**src/rtl/assert_macros.svh**
```systemverilog
// Assertion macros shared by the clipper RTL.
// No dependencies; compiled away when SYNTH is defined.
`ifndef ASSERT_MACROS_SVH
`define ASSERT_MACROS_SVH

`ifndef SYNTH
// property checked on every rising edge outside reset
`define CSP_ASSERT(label, clk, rst, prop) \
   label: assert property (@(posedge clk) disable iff (rst) prop) \
      else $error("assertion failed");
// condition in one cycle implies another in the next
`define CSP_ASSERT_NEXT(label, clk, rst, pre, post) \
   label: assert property (@(posedge clk) disable iff (rst) (pre) |=> (post)) \
      else $error("assertion failed");
`else
`define CSP_ASSERT(label, clk, rst, prop)
`define CSP_ASSERT_NEXT(label, clk, rst, pre, post)
`endif

`endif

```
**src/rtl/csp_pkg.sv**
```systemverilog
// Shared types, constants and helpers for the segment-to-polygon clipper.
// No dependencies.
package csp_pkg;

   localparam int MAX_VERTICES_DEF = 64;

   typedef logic signed [31:0] coord_type;
   typedef logic signed [32:0] diff_type;
   typedef logic signed [65:0] prod_type;
   typedef logic signed [66:0] cross_type;

   // x in the upper half, y in the lower half
   typedef struct packed {
      coord_type x;
      coord_type y;
   } point_type;

   typedef enum logic [1:0] {
      MODE_CLEAR  = 2'd0,
      MODE_APPEND = 2'd1,
      MODE_CLIP   = 2'd2,
      MODE_NOP    = 2'd3
   } mode_type;

   typedef struct packed {
      logic clear;
      logic valid;
   } edge_ctl_type;

   typedef struct packed {
      logic      busy;
      logic [1:0] cnt;
      logic      in_s;
      logic      in_e;
      cross_type num0;
      cross_type den0;
      cross_type num1;
      cross_type den1;
   } edge_res_type;

   function automatic diff_type diff(input coord_type a, input coord_type b);
      return $signed({a[31], a}) - $signed({b[31], b});
   endfunction

   function automatic cross_type csub(input prod_type a, input prod_type b);
      return $signed({a[65], a}) - $signed({b[65], b});
   endfunction

   // both nonzero and of equal sign
   function automatic logic one_side(input cross_type a, input cross_type b);
      return (a != '0) && (b != '0) && (a[66] == b[66]);
   endfunction

endpackage

```
**src/rtl/csp_cell.sv**
```systemverilog
// One vertex cell of the polygon ring: holds a point, loads or passes it on.
// Depends on csp_pkg.
module csp_cell (
   input  logic                clock,
   input  logic                shift,
   input  logic                load,
   input  csp_pkg::point_type  load_pt,
   input  csp_pkg::point_type  next_pt,
   output csp_pkg::point_type  pt
);
   import csp_pkg::*;

   point_type pt_ff, pt_in;

   always_comb begin
      pt_in = pt_ff;
      if (load) begin
         pt_in = load_pt;
      end else if (shift) begin
         pt_in = next_pt;
      end
   end

   always_ff @(posedge clock) begin
      pt_ff <= pt_in;
   end

   assign pt = pt_ff;

endmodule

```
**config.mk**
```make
export PLATFORM = sky130hd
export DESIGN_NAME = csp_cell
export DESIGN_NICKNAME = d
export VERILOG_FILES = /design/src/rtl/assert_macros.svh /design/src/rtl/csp_pkg.sv /design/src/rtl/csp_cell.sv
export SDC_FILE = /design/constraint.sdc
export NUM_CORES = 1
export LEC_CHECK = 0
export ABC_CLOCK_PERIOD_IN_PS = 3200
export BUFFER_PORTS_ARGS = -buffer_cell sky130_fd_sc_hd__buf_2
export CAP_MARGIN = 5
export CORE_ASPECT_RATIO = 0.75
export CORE_UTILIZATION = 42
export DETAILED_ROUTE_END_ITERATION = 12
export GPL_TIMING_DRIVEN = 1
export PLACE_DENSITY = 0.8
export SYNTH_ARGS = -nofsm -noshare
export SYNTH_HDL_FRONTEND = slang
export SYNTH_SLANG_ARGS = --single-unit
```
**constraint.sdc**
```tcl
create_clock -name clock -period 3.2 [get_ports clock]
set_input_delay 0.64 -clock clock [delete_from_list [all_inputs] [get_ports clock]]
set_output_delay 0.64 -clock clock [all_outputs]
set_load 0.01 [all_outputs]
```
Word level (Yosys, flattened, before mapping). Cells that the tools add are included.

Reduce and logical (&&, ||, !) cells: 1. Multiplexer cells: 2.

Operators with widths (number): 2-to-1 mux 64 bit (2); nonzero test 2 bit (1).

Output and inout port bits: 64. Register bits: 64. Input port bits: 131. Logic and storage cells: 5.

Depth between registers and ports, before layout.
Depth after elaboration: 2. Depth in mapped cells: 3. Mapped depth without buffers: 1.

Least setup slack after synthesis. Ideal clock, no wire load.

Path type: input -> register. Start: input port load. End: register pt_ff (netlist bit pt[0]), enable pin. Slack: 0.386 ns. Data required time: 2.774 ns. Arrival time: 2.389 ns. Library setup time: 0.426 ns. Path buffers: 2. Stages: 3. Path through: buf_6 > buf_6 > or2_1.

Longest elaborated chain between the ends: 1.

Ends and longest elaborated chain: from (decl) (RTL line csp_cell.sv:6) `input logic load,`; nonzero test 2 bit (no line); to (signal assigned) (RTL line csp_cell.sv:25) `pt_ff <= pt_in;`; to (decl) (RTL line csp_cell.sv:13) `point_type pt_ff, pt_in;`.

No other way between the ends. A chain may end at the register's enable or synchronous reset.

==> impl_summary.log <==
[metrics] run status: finished with violations
[metrics] failing checks: DRC
[metrics] antenna violations before repair: 0
[metrics] Top-Level Pins: between 150 and 200
[metrics] headroom to the max-slew limit: 0.656
[metrics] leakage component of the power: roughly 2 nW
[metrics] Initial Utilization: 0.449
[metrics] via count normalized by instance count: ~4.6
[metrics] number of sinks on the clock net: 64
[metrics] warning count from the yosys run: 0
[metrics] number of buffers inserted during clock tree synthesis: 9
[metrics] synthesized net count: 267
[metrics] diode count: 0
[metrics] number of H-tree levels: 3
[metrics] Slew @ Worst Pin: 0.516 ns
[metrics] final critical path time including I/O delays and setup: 1.58 ns
[metrics] setup_tns: 0 ns
[metrics] kind of start point of the critical path: input port
[metrics] FP Rows: 25
[metrics] Final Instance Count excl. Fillers: 423
[metrics] clock slew seen by the registers of the worst setup and hold paths: 0.07 ns
[metrics] final weighted congestion of routability-driven global placement: between 0.7 and 0.8
[metrics] root buffer cell: clkbuf_8
[metrics] filler cell count in the final layout: between 400 and 500
[metrics] quantity of hold-fixing buffers added after cts: 0
[metrics] minimum setup slack after placement: 1.28 ns
[metrics] cells resized by post-CTS repair: 0
[metrics] vias after detailed routing: 1,935
[metrics] Detailed Route Iter0 Violations: between 50 and 60
[metrics] critical-path maximum fanout: 29
[metrics] Final Hold Fails: 0
[metrics] worst hold-check path type: input port to flop
[metrics] Die Wd: 98.0 um
[metrics] Peak VDD IR: 269 uV
[metrics] net count of the finished layout: 469
[metrics] final-report setup violation count: 0
[metrics] number of instances in the synthesized netlist: 136
[metrics] start point of the worst hold path: next_pt[54]
[metrics] DP Wirelength: 5.02 mm
[metrics] detailed-routing iteration count for the pre-antenna-repair pass: 8
[metrics] met3 wire length: ~710 um
[metrics] syn avg cell area: approximately 21 um2
[metrics] max reg flops: 64
[metrics] most frequent CP cell: buf_4
[metrics] top routing layer used: met4
[metrics] combined global-route utilization of all metal layers: 0.184
[metrics] final worst-path cycle share: 0.495
[metrics] kind of capture point of the worst setup path: flop
[metrics] end point of the most critical hold path: pt[54]
[metrics] slack of the critical path: 1.62 ns
[metrics] die outline height: 74.0 um
[metrics] Yosys cell types: 6
[metrics] total instance count after detailed placement: 408
[metrics] Slew Limit Fails: 0
[metrics] via count of the first global-routing pass: a little under 2,000
[metrics] crit path max-delay cell type: buf_4
[metrics] maximum clock frequency: 631 MHz
[metrics] proportion of layout cells with a drive suffix above 1: 0.807
[metrics] first-pass GRT wire length: ~9.6 mm
[metrics] critical-path cell list: buf_4, buf_4, mux2_4
[metrics] ANT nets after route: 0
[metrics] die outline area: 0.00726 mm2
[metrics] power density normalized to cell area: 499 mW/mm2
[metrics] sequential-to-total area share from yosys stat: 0.661
[metrics] residual overflow from global routing: 0
[metrics] number of max-cap violations: 0
[metrics] Core Footprint: 0.00647 mm2
[metrics] largest stage delay on the critical path: 0.47 ns
[metrics] number of register bits inferred by synthesis: 64
[metrics] Met2 Routed Length: 3.25 mm
[metrics] count of input and output buffers: 194
[metrics] maximum count of clock buffers along a single path: 2
[metrics] setup repair after global routing missed its margin: no
[metrics] Post-route DRC: 13
[metrics] CTS tree: yes
[metrics] required time at the worst-slack endpoint: 3.28 ns
[metrics] routed length on met1: between 2 and 3 mm
[metrics] arrival time reported for the critical path endpoint: 1.66 ns
[metrics] buffers inserted during post-CTS setup optimization: 0
[metrics] total wire length: 6.62 mm
[metrics] pin count of the biggest net entering global routing: 39
[metrics] cell depth of the worst min-delay path: 2
[metrics] mapped cell area: 0.00291 mm2
[metrics] worst setup path class: input port to flop
[metrics] final routed wire length divided by cell count: 15.7 um
[metrics] area overhead of the layout relative to synthesis: 41.6%
==> critical path: cells and delay by family <==
kind	cells	cell delay, ns
muxes	1	0.35
buffers and inverters	2	0.65
==> through the flow <==
stage          power [mW]  hold slack [ns]  utilization  area (um2)
2_1_floorplan        1.26            0.857            -        2910
3_5_place_dp         1.44            0.943        0.608        3940
5_1_grt              2.14            0.576        0.635        4110
6_report             2.05            0.605        0.635        4110
3_3_place_gp         1.43            0.939        0.608        3940
4_1_cts              2.08            0.583        0.635        4110
==> worst max-delay path by stage <==
| stage | startpoint | end |
|---|---|---|
| 2_1_floorplan | load | pt[0] |
| 3_3_place_gp | load | pt[40] |
| 3_5_place_dp | load | pt[37] |
| 4_1_cts | load | pt[39] |
| 5_1_grt | load | pt[39] |
| 6_report | load | pt[39] |
==> cell type report <==
type	instances	area, um2	share of cell area
clock buffers	10	128	0.0310
clock inverters	5	48.8	0.0119
multi-input cells	65	911	0.221
flip-flops and latches	64	1920	0.467
well taps	81	101	0.0246
repair buffers	198	1000	0.244
==> logic make-up (layout without fill, tap and decap cells) <==
family                 after synthesis  count (layout)  share of synthesized area
multiplexers                        64              64                      0.311
flip-flops                          64              64                      0.661
AND/OR/NAND/NOR                      1               1                    0.00215
buffers and inverters                7             213                     0.0250
==> cell usage after synthesis <==
library cell,number,area share
or2_1,1,0.0022
mux2_4,49,0.25
buf_6,6,0.023
mux2_2,15,0.058
edfxtp_1,64,0.66
buf_2,1,0.0017
==> where the power goes <==
part | total, mW | switching (mW) | internal (mW)
Combinational | 0.365 | 0.162 | 0.203
Sequential | 1.05 | 0.0215 | 1.03
Clock | 0.635 | 0.286 | 0.349
==> placed cells by master (no fill, tap or decap) <==
master	count
mux2_2	15
buf_4	5
clkinv_2	3
mux2_4	49
bufinv_16	1
or2_2	1
clkbuf_8	9
edfxtp_1	64
clkinv_1	1
buf_2	193
clkbuf_1	1
==> per-layer routing <==
layer / vias to the layer above / GRT usage
met5: - / 0
met4: 0 / 0.0673
met3: 7 / 0.0883
met2: 116 / 0.320
met1: 874 / 0.200
li1: 938 / -
Power figures use the tool's default switching activity.
