`config.mk`:
```
export PLATFORM = sky130hd
export DESIGN_NAME = csp_lerp
export DESIGN_NICKNAME = d
export VERILOG_FILES = /design/src/rtl/assert_macros.svh /design/src/rtl/csp_pkg.sv /design/src/rtl/csp_lerp.sv
export SDC_FILE = /design/constraint.sdc
export NUM_CORES = 1
export LEC_CHECK = 0
export BUFFER_PORTS_ARGS = -buffer_cell sky130_fd_sc_hd__buf_4
export CAP_MARGIN = 20
export CORE_MARGIN = 2
export CORE_UTILIZATION = 44
export DETAILED_ROUTE_END_ITERATION = 8
export PLACE_DENSITY = 0.64
export SETUP_SLACK_MARGIN = 0.3
export SLEW_MARGIN = 20
export SYNTH_ARGS = -nofsm -noshare
export SYNTH_HDL_FRONTEND = slang
export SYNTH_SLANG_ARGS = --single-unit
```
`constraint.sdc`:
```
create_clock -name clock -period 16.6 [get_ports clock]
set_clock_uncertainty 0.05 [all_clocks]
set_input_delay 2.49 -clock clock [delete_from_list [all_inputs] [get_ports clock]]
set_output_delay 2.49 -clock clock [all_outputs]
set_load 0.02 [all_outputs]
```
`src/rtl/assert_macros.svh`:
```
// Assertion macros shared by the clipper RTL.
// No dependencies; compiled away when SYNTH is defined.
`ifndef ASSERT_MACROS_SVH
`define ASSERT_MACROS_SVH

`ifndef SYNTH
// property checked on every rising edge outside reset
`define CSP_ASSERT(label, clk, rst, prop) \
   label: assert property (@(posedge clk) disable iff (rst) prop) \
      else $error("assertion failed");
// condition in one cycle implies another in the next
`define CSP_ASSERT_NEXT(label, clk, rst, pre, post) \
   label: assert property (@(posedge clk) disable iff (rst) (pre) |=> (post)) \
      else $error("assertion failed");
`else
`define CSP_ASSERT(label, clk, rst, prop)
`define CSP_ASSERT_NEXT(label, clk, rst, pre, post)
`endif

`endif

```
`src/rtl/csp_pkg.sv`:
```
// Shared types, constants and helpers for the segment-to-polygon clipper.
// No dependencies.
package csp_pkg;

   localparam int MAX_VERTICES_DEF = 64;

   typedef logic signed [31:0] coord_type;
   typedef logic signed [32:0] diff_type;
   typedef logic signed [65:0] prod_type;
   typedef logic signed [66:0] cross_type;

   // x in the upper half, y in the lower half
   typedef struct packed {
      coord_type x;
      coord_type y;
   } point_type;

   typedef enum logic [1:0] {
      MODE_CLEAR  = 2'd0,
      MODE_APPEND = 2'd1,
      MODE_CLIP   = 2'd2,
      MODE_NOP    = 2'd3
   } mode_type;

   typedef struct packed {
      logic clear;
      logic valid;
   } edge_ctl_type;

   typedef struct packed {
      logic      busy;
      logic [1:0] cnt;
      logic      in_s;
      logic      in_e;
      cross_type num0;
      cross_type den0;
      cross_type num1;
      cross_type den1;
   } edge_res_type;

   function automatic diff_type diff(input coord_type a, input coord_type b);
      return $signed({a[31], a}) - $signed({b[31], b});
   endfunction

   function automatic cross_type csub(input prod_type a, input prod_type b);
      return $signed({a[65], a}) - $signed({b[65], b});
   endfunction

   // both nonzero and of equal sign
   function automatic logic one_side(input cross_type a, input cross_type b);
      return (a != '0) && (b != '0) && (a[66] == b[66]);
   endfunction

endpackage

```
`src/rtl/csp_lerp.sv`:
```
// Crossing coordinate unit: base + round(delta * num / den), ties away
// from zero, by a serial shift-add multiply then a restoring divide.
// Depends on csp_pkg.
module csp_lerp (
   input  logic                clock,
   input  logic                reset,
   input  logic                start,
   input  csp_pkg::coord_type  base,
   input  csp_pkg::diff_type   delta,
   input  csp_pkg::cross_type  num,
   input  csp_pkg::cross_type  den,
   output logic                busy,
   output logic                done,
   output csp_pkg::coord_type  result
);
   import csp_pkg::*;

   typedef enum logic [3:0] {
      L_IDLE = 4'b0001,
      L_MUL  = 4'b0010,
      L_DIV  = 4'b0100,
      L_FIN  = 4'b1000
   } lstate_type;

   localparam logic [5:0] LAST_STEP = 6'd33;

   lstate_type  st_ff, st_in;
   logic [5:0]  step_ff, step_in;
   logic        neg_ff, neg_in;
   logic [65:0] nm_ff, nm_in, dm_ff, dm_in;
   logic [32:0] ud_ff, ud_in;
   coord_type   base_ff, base_in;
   logic [99:0] acc_ff, acc_in, addend;
   logic [67:0] rem_ff, rem_in, trial, bot;
   logic [33:0] q_ff, q_in;
   cross_type   num_abs, den_abs;
   diff_type    delta_abs;

   always_comb begin
      num_abs   = num[66] ? -num : num;
      den_abs   = den[66] ? -den : den;
      delta_abs = delta[32] ? -delta : delta;
      bot       = {1'b0, dm_ff, 1'b0};
      trial     = {rem_ff[66:0], acc_ff[33]};
      addend    = (step_ff == LAST_STEP) ? 100'(dm_ff) :
                  (ud_ff[32] ? 100'(nm_ff) : '0);

      st_in   = st_ff;
      step_in = step_ff;
      neg_in  = neg_ff;
      nm_in   = nm_ff;
      dm_in   = dm_ff;
      ud_in   = ud_ff;
      base_in = base_ff;
      acc_in  = acc_ff;
      rem_in  = rem_ff;
      q_in    = q_ff;

      unique case (st_ff)
         L_IDLE: begin
            if (start) begin
               neg_in  = delta[32] ^ num[66] ^ den[66];
               nm_in   = num_abs[65:0];
               dm_in   = den_abs[65:0];
               ud_in   = delta_abs;
               base_in = base;
               acc_in  = '0;
               step_in = '0;
               st_in   = L_MUL;
            end
         end
         L_MUL: begin
            // 33 multiply steps, then one more that forms 2P + den
            acc_in  = {acc_ff[98:0], 1'b0} + addend;
            ud_in   = {ud_ff[31:0], 1'b0};
            step_in = step_ff + 6'd1;
            if (step_ff == LAST_STEP) begin
               rem_in  = 68'(acc_in[99:34]);
               step_in = '0;
               st_in   = L_DIV;
            end
         end
         L_DIV: begin
            if (trial >= bot) begin
               rem_in = trial - bot;
               q_in   = {q_ff[32:0], 1'b1};
            end else begin
               rem_in = trial;
               q_in   = {q_ff[32:0], 1'b0};
            end
            acc_in  = {acc_ff[98:0], 1'b0};
            step_in = step_ff + 6'd1;
            if (step_ff == LAST_STEP) begin
               st_in = L_FIN;
            end
         end
         L_FIN: begin
            st_in = L_IDLE;
         end
         default: begin
            st_in = L_IDLE;
         end
      endcase
   end

   always_ff @(posedge clock) begin
      if (reset) begin
         st_ff   <= L_IDLE;
         step_ff <= '0;
      end else begin
         st_ff   <= st_in;
         step_ff <= step_in;
      end
   end

   always_ff @(posedge clock) begin
      neg_ff  <= neg_in;
      nm_ff   <= nm_in;
      dm_ff   <= dm_in;
      ud_ff   <= ud_in;
      base_ff <= base_in;
      acc_ff  <= acc_in;
      rem_ff  <= rem_in;
      q_ff    <= q_in;
   end

   assign busy   = (st_ff != L_IDLE);
   assign done   = (st_ff == L_FIN);
   assign result = neg_ff ? base_ff - $signed(q_ff[31:0]) : base_ff + $signed(q_ff[31:0]);

endmodule

```
; ---- Word-level counts from Yosys, hierarchy flattened
; Cells that the tools add are included.
[word_totals]
ff_bits = 406
latchBits = 0
word_cells = 59
romBits = 0
n_memories = 0
output_inout_bits = 34
ram_bits = 0
in_bits = 202
[classes]
n_mul = 0
n_bitwise = 2
div = 0
addsub = 8
shift = 0
n_reduce_logical = 8
magnitude_cmp = 1
n_mux = 21
eq_ne = 9
[op_table]
columns = cell, n
row1 = 99-bit one-hot mux with 3 select lines, 1
row2 = 66-bit 2-to-1 mux, 4
row3 = 67-bit 2-to-1 mux, 2
row4 = 67-bit one-hot mux with 2 select lines, 1
row5 = 66-bit negation, 2
row6 = 100-bit by 66-bit adder with 100-bit output, 1
row7 = 99-bit 2-to-1 mux, 1
row8 = 68-bit by 67-bit greater-or-equal comparator with 1-bit output, 1
row9 = 67-bit subtractor, 1
row10 = 33-bit 2-to-1 mux, 2
row11 = 33-bit one-hot mux with 2 select lines, 1
row12 = 33-bit negation, 1
row13 = 32-bit adder, 1
row14 = 32-bit 2-to-1 mux, 1
row15 = 32-bit subtractor, 1
row16 = 6-bit one-hot mux with 3 select lines, 1
row17 = 4-bit 2-to-1 mux, 3
row18 = 6-bit 2-to-1 mux, 2
row19 = 4-bit one-hot mux with 3 select lines, 1
row20 = 2-bit AND reduction, 4
row21 = 6-bit by 1-bit adder with 6-bit output (second input constant), 1
row22 = 6-bit equality test (second input constant), 1
row23 = 2-bit inequality test (second input constant), 3
row24 = 4-bit by 1-bit equality test with 1-bit output (second input constant), 1
row25 = other kinds (9), 11

; ---- Longest topological paths before layout
; Gate-level depths: netlist of the first run.
[logic_depth]
depth_word = 5
ltp_mapped = 23

; ---- Worst setup path after synthesis of the first run
; Ideal clock, no wire load.
[synth_path]
path_kind = input to register
from = input port start
to = register ud_ff[0], enable pin
stages = 3
arrival_ns = 10.658
n_path_buf = 0
path_slack_ns = 5.517
required_ns = 16.174
cell_sequence = inv_1 -> nor2_1 -> or2_2
[synth_via]
elab_chain_cells = 2
[synth_rtl]
columns = element, line
row1 = from (decl), csp_lerp.sv:7  ; input logic start,
row2 = 2-bit inequality test (no line), --
row3 = 2-bit AND reduction (no line), --
row4 = to (signal assigned), csp_lerp.sv:120  ; ud_ff <= ud_in;
row5 = to (decl), csp_lerp.sv:31  ; logic [32:0] ud_ff, ud_in;
; Every way passes these cells.
; A chain may end at the register's enable or synchronous reset.

; ---- Final worst setup path of the first run
[layout_path]
from = register q_ff[3]
to = output port result[30]
[layout_via]
elab_chain_cells = 2
[layout_rtl]
columns = element, line
row1 = from (decl), csp_lerp.sv:35  ; logic [33:0] q_ff, q_in;
row2 = from (signal assigned), csp_lerp.sv:124  ; q_ff <= q_in;
row3 = 32-bit adder / 32-bit subtractor (equally long branches), csp_lerp.sv:129  ; assign result = neg_ff ? base_ff - $signed(q_ff[31:0]) : base_ff + $signed(q_ff[31:0]);
row4 = 32-bit 2-to-1 mux *, csp_lerp.sv:129
row5 = to (decl), csp_lerp.sv:14  ; output csp_pkg::coord_type result
; Every way passes the cells marked *; elsewhere a longest branch is shown, timed or not.

==> impl_metrics.toml, run 1 <==
[yosys]
synthTopCellsByArea = "edfxtp_1 39%, ha_1 7.3%, xnor2_1 7.2%"
synth-edff-count = 396
syn-cell-area_sq_um = 30500
synth_seq_area_share_pct = 39.6
yosysTopAreaCell = "edfxtp_1"
yosys_warnings = 0
synthTopCellsByCount = "396 x edfxtp_1, 335 x o21ai_0, 316 x nand2_1"
netlist_instances = 3356
synth.avg_cell_area_sq_um = 9.09
synthFlopType = "edfxtp_1"
syn-num-nets = 3738
synthMostInstantiatedCell = "edfxtp_1"
synth_top_area_share_pct = 39.0
synth_cell_type_count = 81
postSynth.asyncResetShare_pct = 0
synth-seq-cells = 406

[routing]
wl_per_cell_microns = 20.1
drt_iter0_markers = 2190
top_signal_layer_used = "met4"
drt-pass1-iter-count = 8
drc = 0
met2WireLength_mm = 38.8
vias_per_cell = 5.84
routed_wl_mm = 89.9
vias = 26125
wl_met1_mm = 42.7
ant_nets = 0
wl_met3_mm = 5.64

[clock_tree]
cts-resized-gates = 0
cts_root_buf = "clkbuf_16"
path_clk_slew_ps = 60
numCtsBuffers = 49
post_cts.repair.setup_buffers = 0
clk_path_buf_depth = 3
cts_tree = "yes"
cts_hold_buffers = 0
clk_latency_ps = 620
cts_max_level = 2
cts_sinks = 406

[worst_setup_path]
path_class = "register to output pin"
critical_path.slowest_cell = "nor3b_1"
start_kind = "register"
r2r-start = "step_ff[1]"
cp.required_ps = 14060
ff2ff_setup_slack_ps = 10260
cp-end-kind = "output pin"
cp_max_fo = 6
worstRegToRegCells = 19
cp_cell_sequence = "or3_1 > nor3b_1 > nor2_1 > xnor2_1 > ha_1 > a21o_1 > a21oi_1 > nor2_1 > a211oi_1 > o21ai_0 > a41o_1 > nor4_1 > nor3_1 > a2111oi_0 > nor3_1 > xor2_1 > buf_4"
max_stage_delay_ps = 610
cp_top_family = "compound AO/OA/AOI/OAI gates"
startpoint = "q_ff[3]"
cp.arrival_ps = 5330
timing.rr.end = "rem_ff[62]"
crit_buf_inv = 1

[flow_run]
maxCapViolations = 0

[global_route]
grt_usage_pct = 24.7
grt_pass1_wl_mm = 138
gr-total-overflow = 0
antenna_found_initial = 2
grt_pass1_vias = 24489
grt_max_degree = 106

[sta]
finalSetupViolCount = 0
holdWs_ps = 446
min_period_ps = 7870
totalNegativeSetupSlack_ps = 0
maxSlewViolCount = 0
slew_headroom_pct = 29.1
timing.final.crit_share_pct = 47.4
rsz0062_at_grt = "false"
hold_viol = 0
setup_ws_ps = 8730
fmax_ghz = 0.127
worst_pin_slew_ps = 1060

[finish]
area_growth_pct = 13.6
fin_cells = 4477
fin_util_pct = 50.5
drive_above_1_share_pct = 10.6
nets = 3889
finalInstanceArea_sq_um = 34700

[power]
intPower_mw = 2.20
p_total_mw = 3.28
netSwitchingPower_mw = 1.08
ir_drop_mv = 0.0810
clock_power_share_pct = 32.4
power.static_leakage_nw = 13.2
p_seq_share_pct = 39.6
power_frac_comb_pct = 28.0
power_density_nw_per_um2 = 94.7
p_sw_share_pct = 32.9

[floorplanning]
start_util_pct = 44.5
die_w_microns = 267
io_pins = 236
core_area_sq_um = 68600
chipHeight_microns = 267
floorplan.die_area_sq_um = 71500
rows = 96

[min_path]
hold_depth = 0
min_from = "q_ff[5]"
min_path_type = "register to register"
hold_end = "q_ff[6]"

[placement]
portBuffers = 235
post_dp_cell_area_sq_um = 33100
placedCellCount = 4387
finalWeightedCongestion = 0.956
pre_cts_ws_ps = 9340
dp_hpwl_mm = 69.2

[outcome]
outcome = "finished, final reports clean"
## power by group through the flow
stage / sequential [mW] / combinational (mW) / clock (mW)
floorplan: 1.32 / 0.613 / 0
global placement: 1.32 / 0.906 / 0
detailed placement: 1.32 / 0.908 / 0
CTS: 1.30 / 0.913 / 1.09
global route: 1.31 / 1.00 / 1.12
finish: 1.30 / 0.920 / 1.06
## worst reg2reg max path, cell delays in order, from the launching register on
cell	delay, ps
dfxtp_1	380
inv_1	60
ha_1	160
nor2b_1	160
nand3_4	270
buf_4	770
o21ai_0	350
ha_1	430
nand2_1	100
nor2_1	230
nand3_1	120
a2111oi_0	750
o21ai_0	470
o31ai_1	370
buf_4	230
and2_0	190
buf_4	280
nand3_1	170
xor2_1	330
a22oi_1	150
## flip-flops by register name (all words and copies together), names as in the netlist
signal   cells
nm_ff       66
q_ff        32
dm_ff       66
rem_ff      67
st_ff        4
neg_ff       1
base_ff     32
ud_ff       33
step_ff      6
acc_ff      99
## per-layer routing
layer  vias up  track usage [%]
met5         -                0
met4         0             8.09
met3       136             2.68
met2       861             37.4
met1     12342             36.5
li1      12786                -
## area by class of cell
type                       count  area (sq um)
clock inverter                31           303
antenna                        1          2.50
tap                          931          1160
multi-input combinational   2649         17400
timing repair buffer         258          1940
clock buffer                  58          1260
fill                        6424         33900
inverter                     143           542
sequential                   406         12100
## worst max-delay path by stage
stage	endpoint	slack, ps	cells after the start
after CTS	result[30]	8680	17
after global routing	result[28]	8160	16
after detailed placement	result[30]	9340	17
final	result[30]	8730	17
after floorplan	ud_ff[0]	5520	3
after global placement	result[30]	9360	17
## cells by family after synthesis
logic type / share of synthesized area [%]
adder cells (fa/ha/maj): 7.45
flip-flops: 39.6
XOR/XNOR: 10.7
AO/OA/AOI/OAI: 21.7
buffers and inverters: 3.71
AND/OR/NAND/NOR: 16.6
multiplexers: 0.197
## cell usage in the layout, fill, tap and decap left out, drive strengths merged, types with 26 or more instances in the layout
cell type / instances
a31oi: 30
o31ai: 69
a21oi: 256
nor3: 55
nand3: 135
clkbuf: 58
o21ai: 339
nand2b: 29
a21o: 75
o41ai: 30
xnor2: 252
a22o: 37
edfxtp: 396
o21bai: 33
or4: 27
o21a: 26
nor2: 220
or3: 50
nand4: 57
buf: 258
a211oi: 49
ha: 177
and3: 35
inv: 147
xor2: 121
nand2: 316
Note: power is estimated with default switching activity, not from simulation.
==> run 2, diff against run 1 <==
Settings changed: PLACE_DENSITY 0.64 to 0.67.
Clock period 16.6 ns to 6.9 ns, I/O delays scaled along.
==> run 2 against run 1 <==
Global-route usage grew 0.36 points. Sequential share of layout area decreased by 0.12 points. Worst hold slack better by 2.9 ps. Sequential power up 140%. Utilization increased by 0.17 points. Final cell count barely moved. Critical path type unchanged. Critical endpoint is now result[28]. Largest power group unchanged.
==> impl_metrics.toml, run 2 (synthesis gave the netlist of run 1 again) <==
[outcome]
outcome = "finished, final reports clean"

[floorplanning]
core_area_sq_um = 68600
start_util_pct = 44.5
floorplan.die_area_sq_um = 71500
rows = 96
die_w_microns = 267
io_pins = 236
chipHeight_microns = 267

[clock_tree]
cts_root_buf = "clkbuf_16"
cts_sinks = 406
cts_tree = "yes"
clk_latency_ps = 630
numCtsBuffers = 48
cts_max_level = 2
post_cts.repair.setup_buffers = 0
cts_hold_buffers = 0
path_clk_slew_ps = 60
clk_path_buf_depth = 3
cts-resized-gates = 0

[finish]
final_common_cell = "edfxtp_1"
top_register = "acc_ff"
fill_cells = 6468
drive_above_1_share_pct = 10.7
fin_cells = 4476
n_antenna_cell = 0
nets = 3890
largest_reg_flops = 99
top_regs = "acc_ff (99), rem_ff (67)"
layout_common_cells = "396 x edfxtp_1, 335 x o21ai_0, 315 x nand2_1"
area_growth_pct = 13.9

[global_route]
gr-total-overflow = 0
grt_usage_pct = 25.0
grt_pass1_vias = 24709
grt_pass1_wl_mm = 140
grt_max_degree = 134
antenna_found_initial = 2

[sta]
slew_headroom_pct = 30.5
fmax_ghz = 0.163
maxSlewViolCount = 0
finalSetupViolCount = 0
worst_pin_slew_ps = 1030
min_period_ps = 6140
timing.final.crit_share_pct = 89.0
hold_viol = 0
rsz0062_at_grt = "false"
totalNegativeSetupSlack_ps = 0

[routing]
ant_nets = 0
vias = 26354
drt_iter0_markers = 2614
drc = 0
routed_wl_mm = 91.2
vias_per_cell = 5.89
wl_per_cell_microns = 20.4
drt-pass1-iter-count = 6

[power]
power.static_leakage_nw = 13.3
power_density_nw_per_um2 = 231
ir_drop_mv = 0.153

[min_path]
min_path_type = "register to register"

[flow_run]
maxCapViolations = 0

[worst_setup_path]
cp-end-kind = "output pin"
cp.required_ps = 5810
cp_max_fo = 7
cp.arrival_ps = 5050
start_kind = "register"
path_class = "register to output pin"

[placement]
dp_hpwl_mm = 69.7
portBuffers = 235
finalWeightedCongestion = 0.957
placedCellCount = 4389
run 2: cell count changes in the layout (fill, tap and decap cells not counted), sizes merged:
cell / delta
inv: -1
bufinv: +3
clkbuf: -5
buf: +2
diode: -1
clkinv: +2
clkinvlp: -1
run 2: report_power, final:
part / switching, mW / internal, mW / total (mW)
Sequential: 0.133 / 3.00 / 3.14
Combinational: 1.37 / 0.833 / 2.20
Clock: 1.12 / 1.57 / 2.68
Total: 2.61 / 5.40 / 8.02
run 2: worst max-delay path, cell delays in order (launching register included):
cell       delay [ps]
edfxtp_1          470
nor3_1            320
nand2_1           160
nor4_2            250
nand2_1           100
nor2_1            130
and2_1            180
a21oi_1            90
xnor2_1           140
ha_1              380
a21oi_1           180
o22ai_1            90
nor2_1             90
o21ai_0           120
a31o_2            260
a41o_1            230
nor4_1            200
nor3_1            130
a2111oi_0         570
xnor2_1           180
buf_4             160
run 2: final timing paths:
path,from,end,slack (ps),cells after the start
min,q_ff[14],q_ff[15],450,0
min reg2reg,q_ff[14],q_ff[15],450,0
max,q_ff[7],result[28],760,20
max reg2reg,step_ff[0],acc_ff[89],950,18
run 2: stage by stage:
| step | instance area, sq um | power (mW) | hold WS [ps] | worst slack, ps | utilization, % |
|---|---|---|---|---|---|
| after floorplan | 30500 | 4.60 | 415 | 1450 | - |
| after global placement | 33100 | 5.33 | 423 | 1240 | 48.3 |
| after detailed placement | 33100 | 5.34 | 434 | 1060 | 48.3 |
| after CTS | 34800 | 8.03 | 447 | 491 | 50.7 |
| after global routing | 34800 | 8.37 | 459 | 298 | 50.7 |
| final | 34800 | 8.02 | 449 | 762 | 50.7 |
run 2: layer usage:
| layer | wire (microns) | GRT usage [%] | vias up | part of all wire [%] |
|---|---|---|---|---|
| met5 | 0 | 0 | - | 0 |
| met4 | 3510 | 9.29 | 0 | 3.9 |
| met3 | 6770 | 3.94 | 154 | 7.4 |
| met2 | 39100 | 38.0 | 976 | 43 |
| met1 | 41700 | 35.8 | 12435 | 46 |
| li1 | - | - | 12789 | - |
run 2: cell type report:
| type | instances | area [sq um] | area share, % |
|---|---|---|---|
| Clock buffer | 53 | 1240 | 3.57 |
| Clock inverter | 34 | 383 | 1.10 |
| Inverter | 143 | 542 | 1.56 |
| Multi-Input combinational cell | 2649 | 17400 | 50.0 |
| Sequential cell | 406 | 12100 | 34.8 |
| Tap cell | 931 | 1160 | 3.35 |
| Timing Repair Buffer | 260 | 1980 | 5.68 |
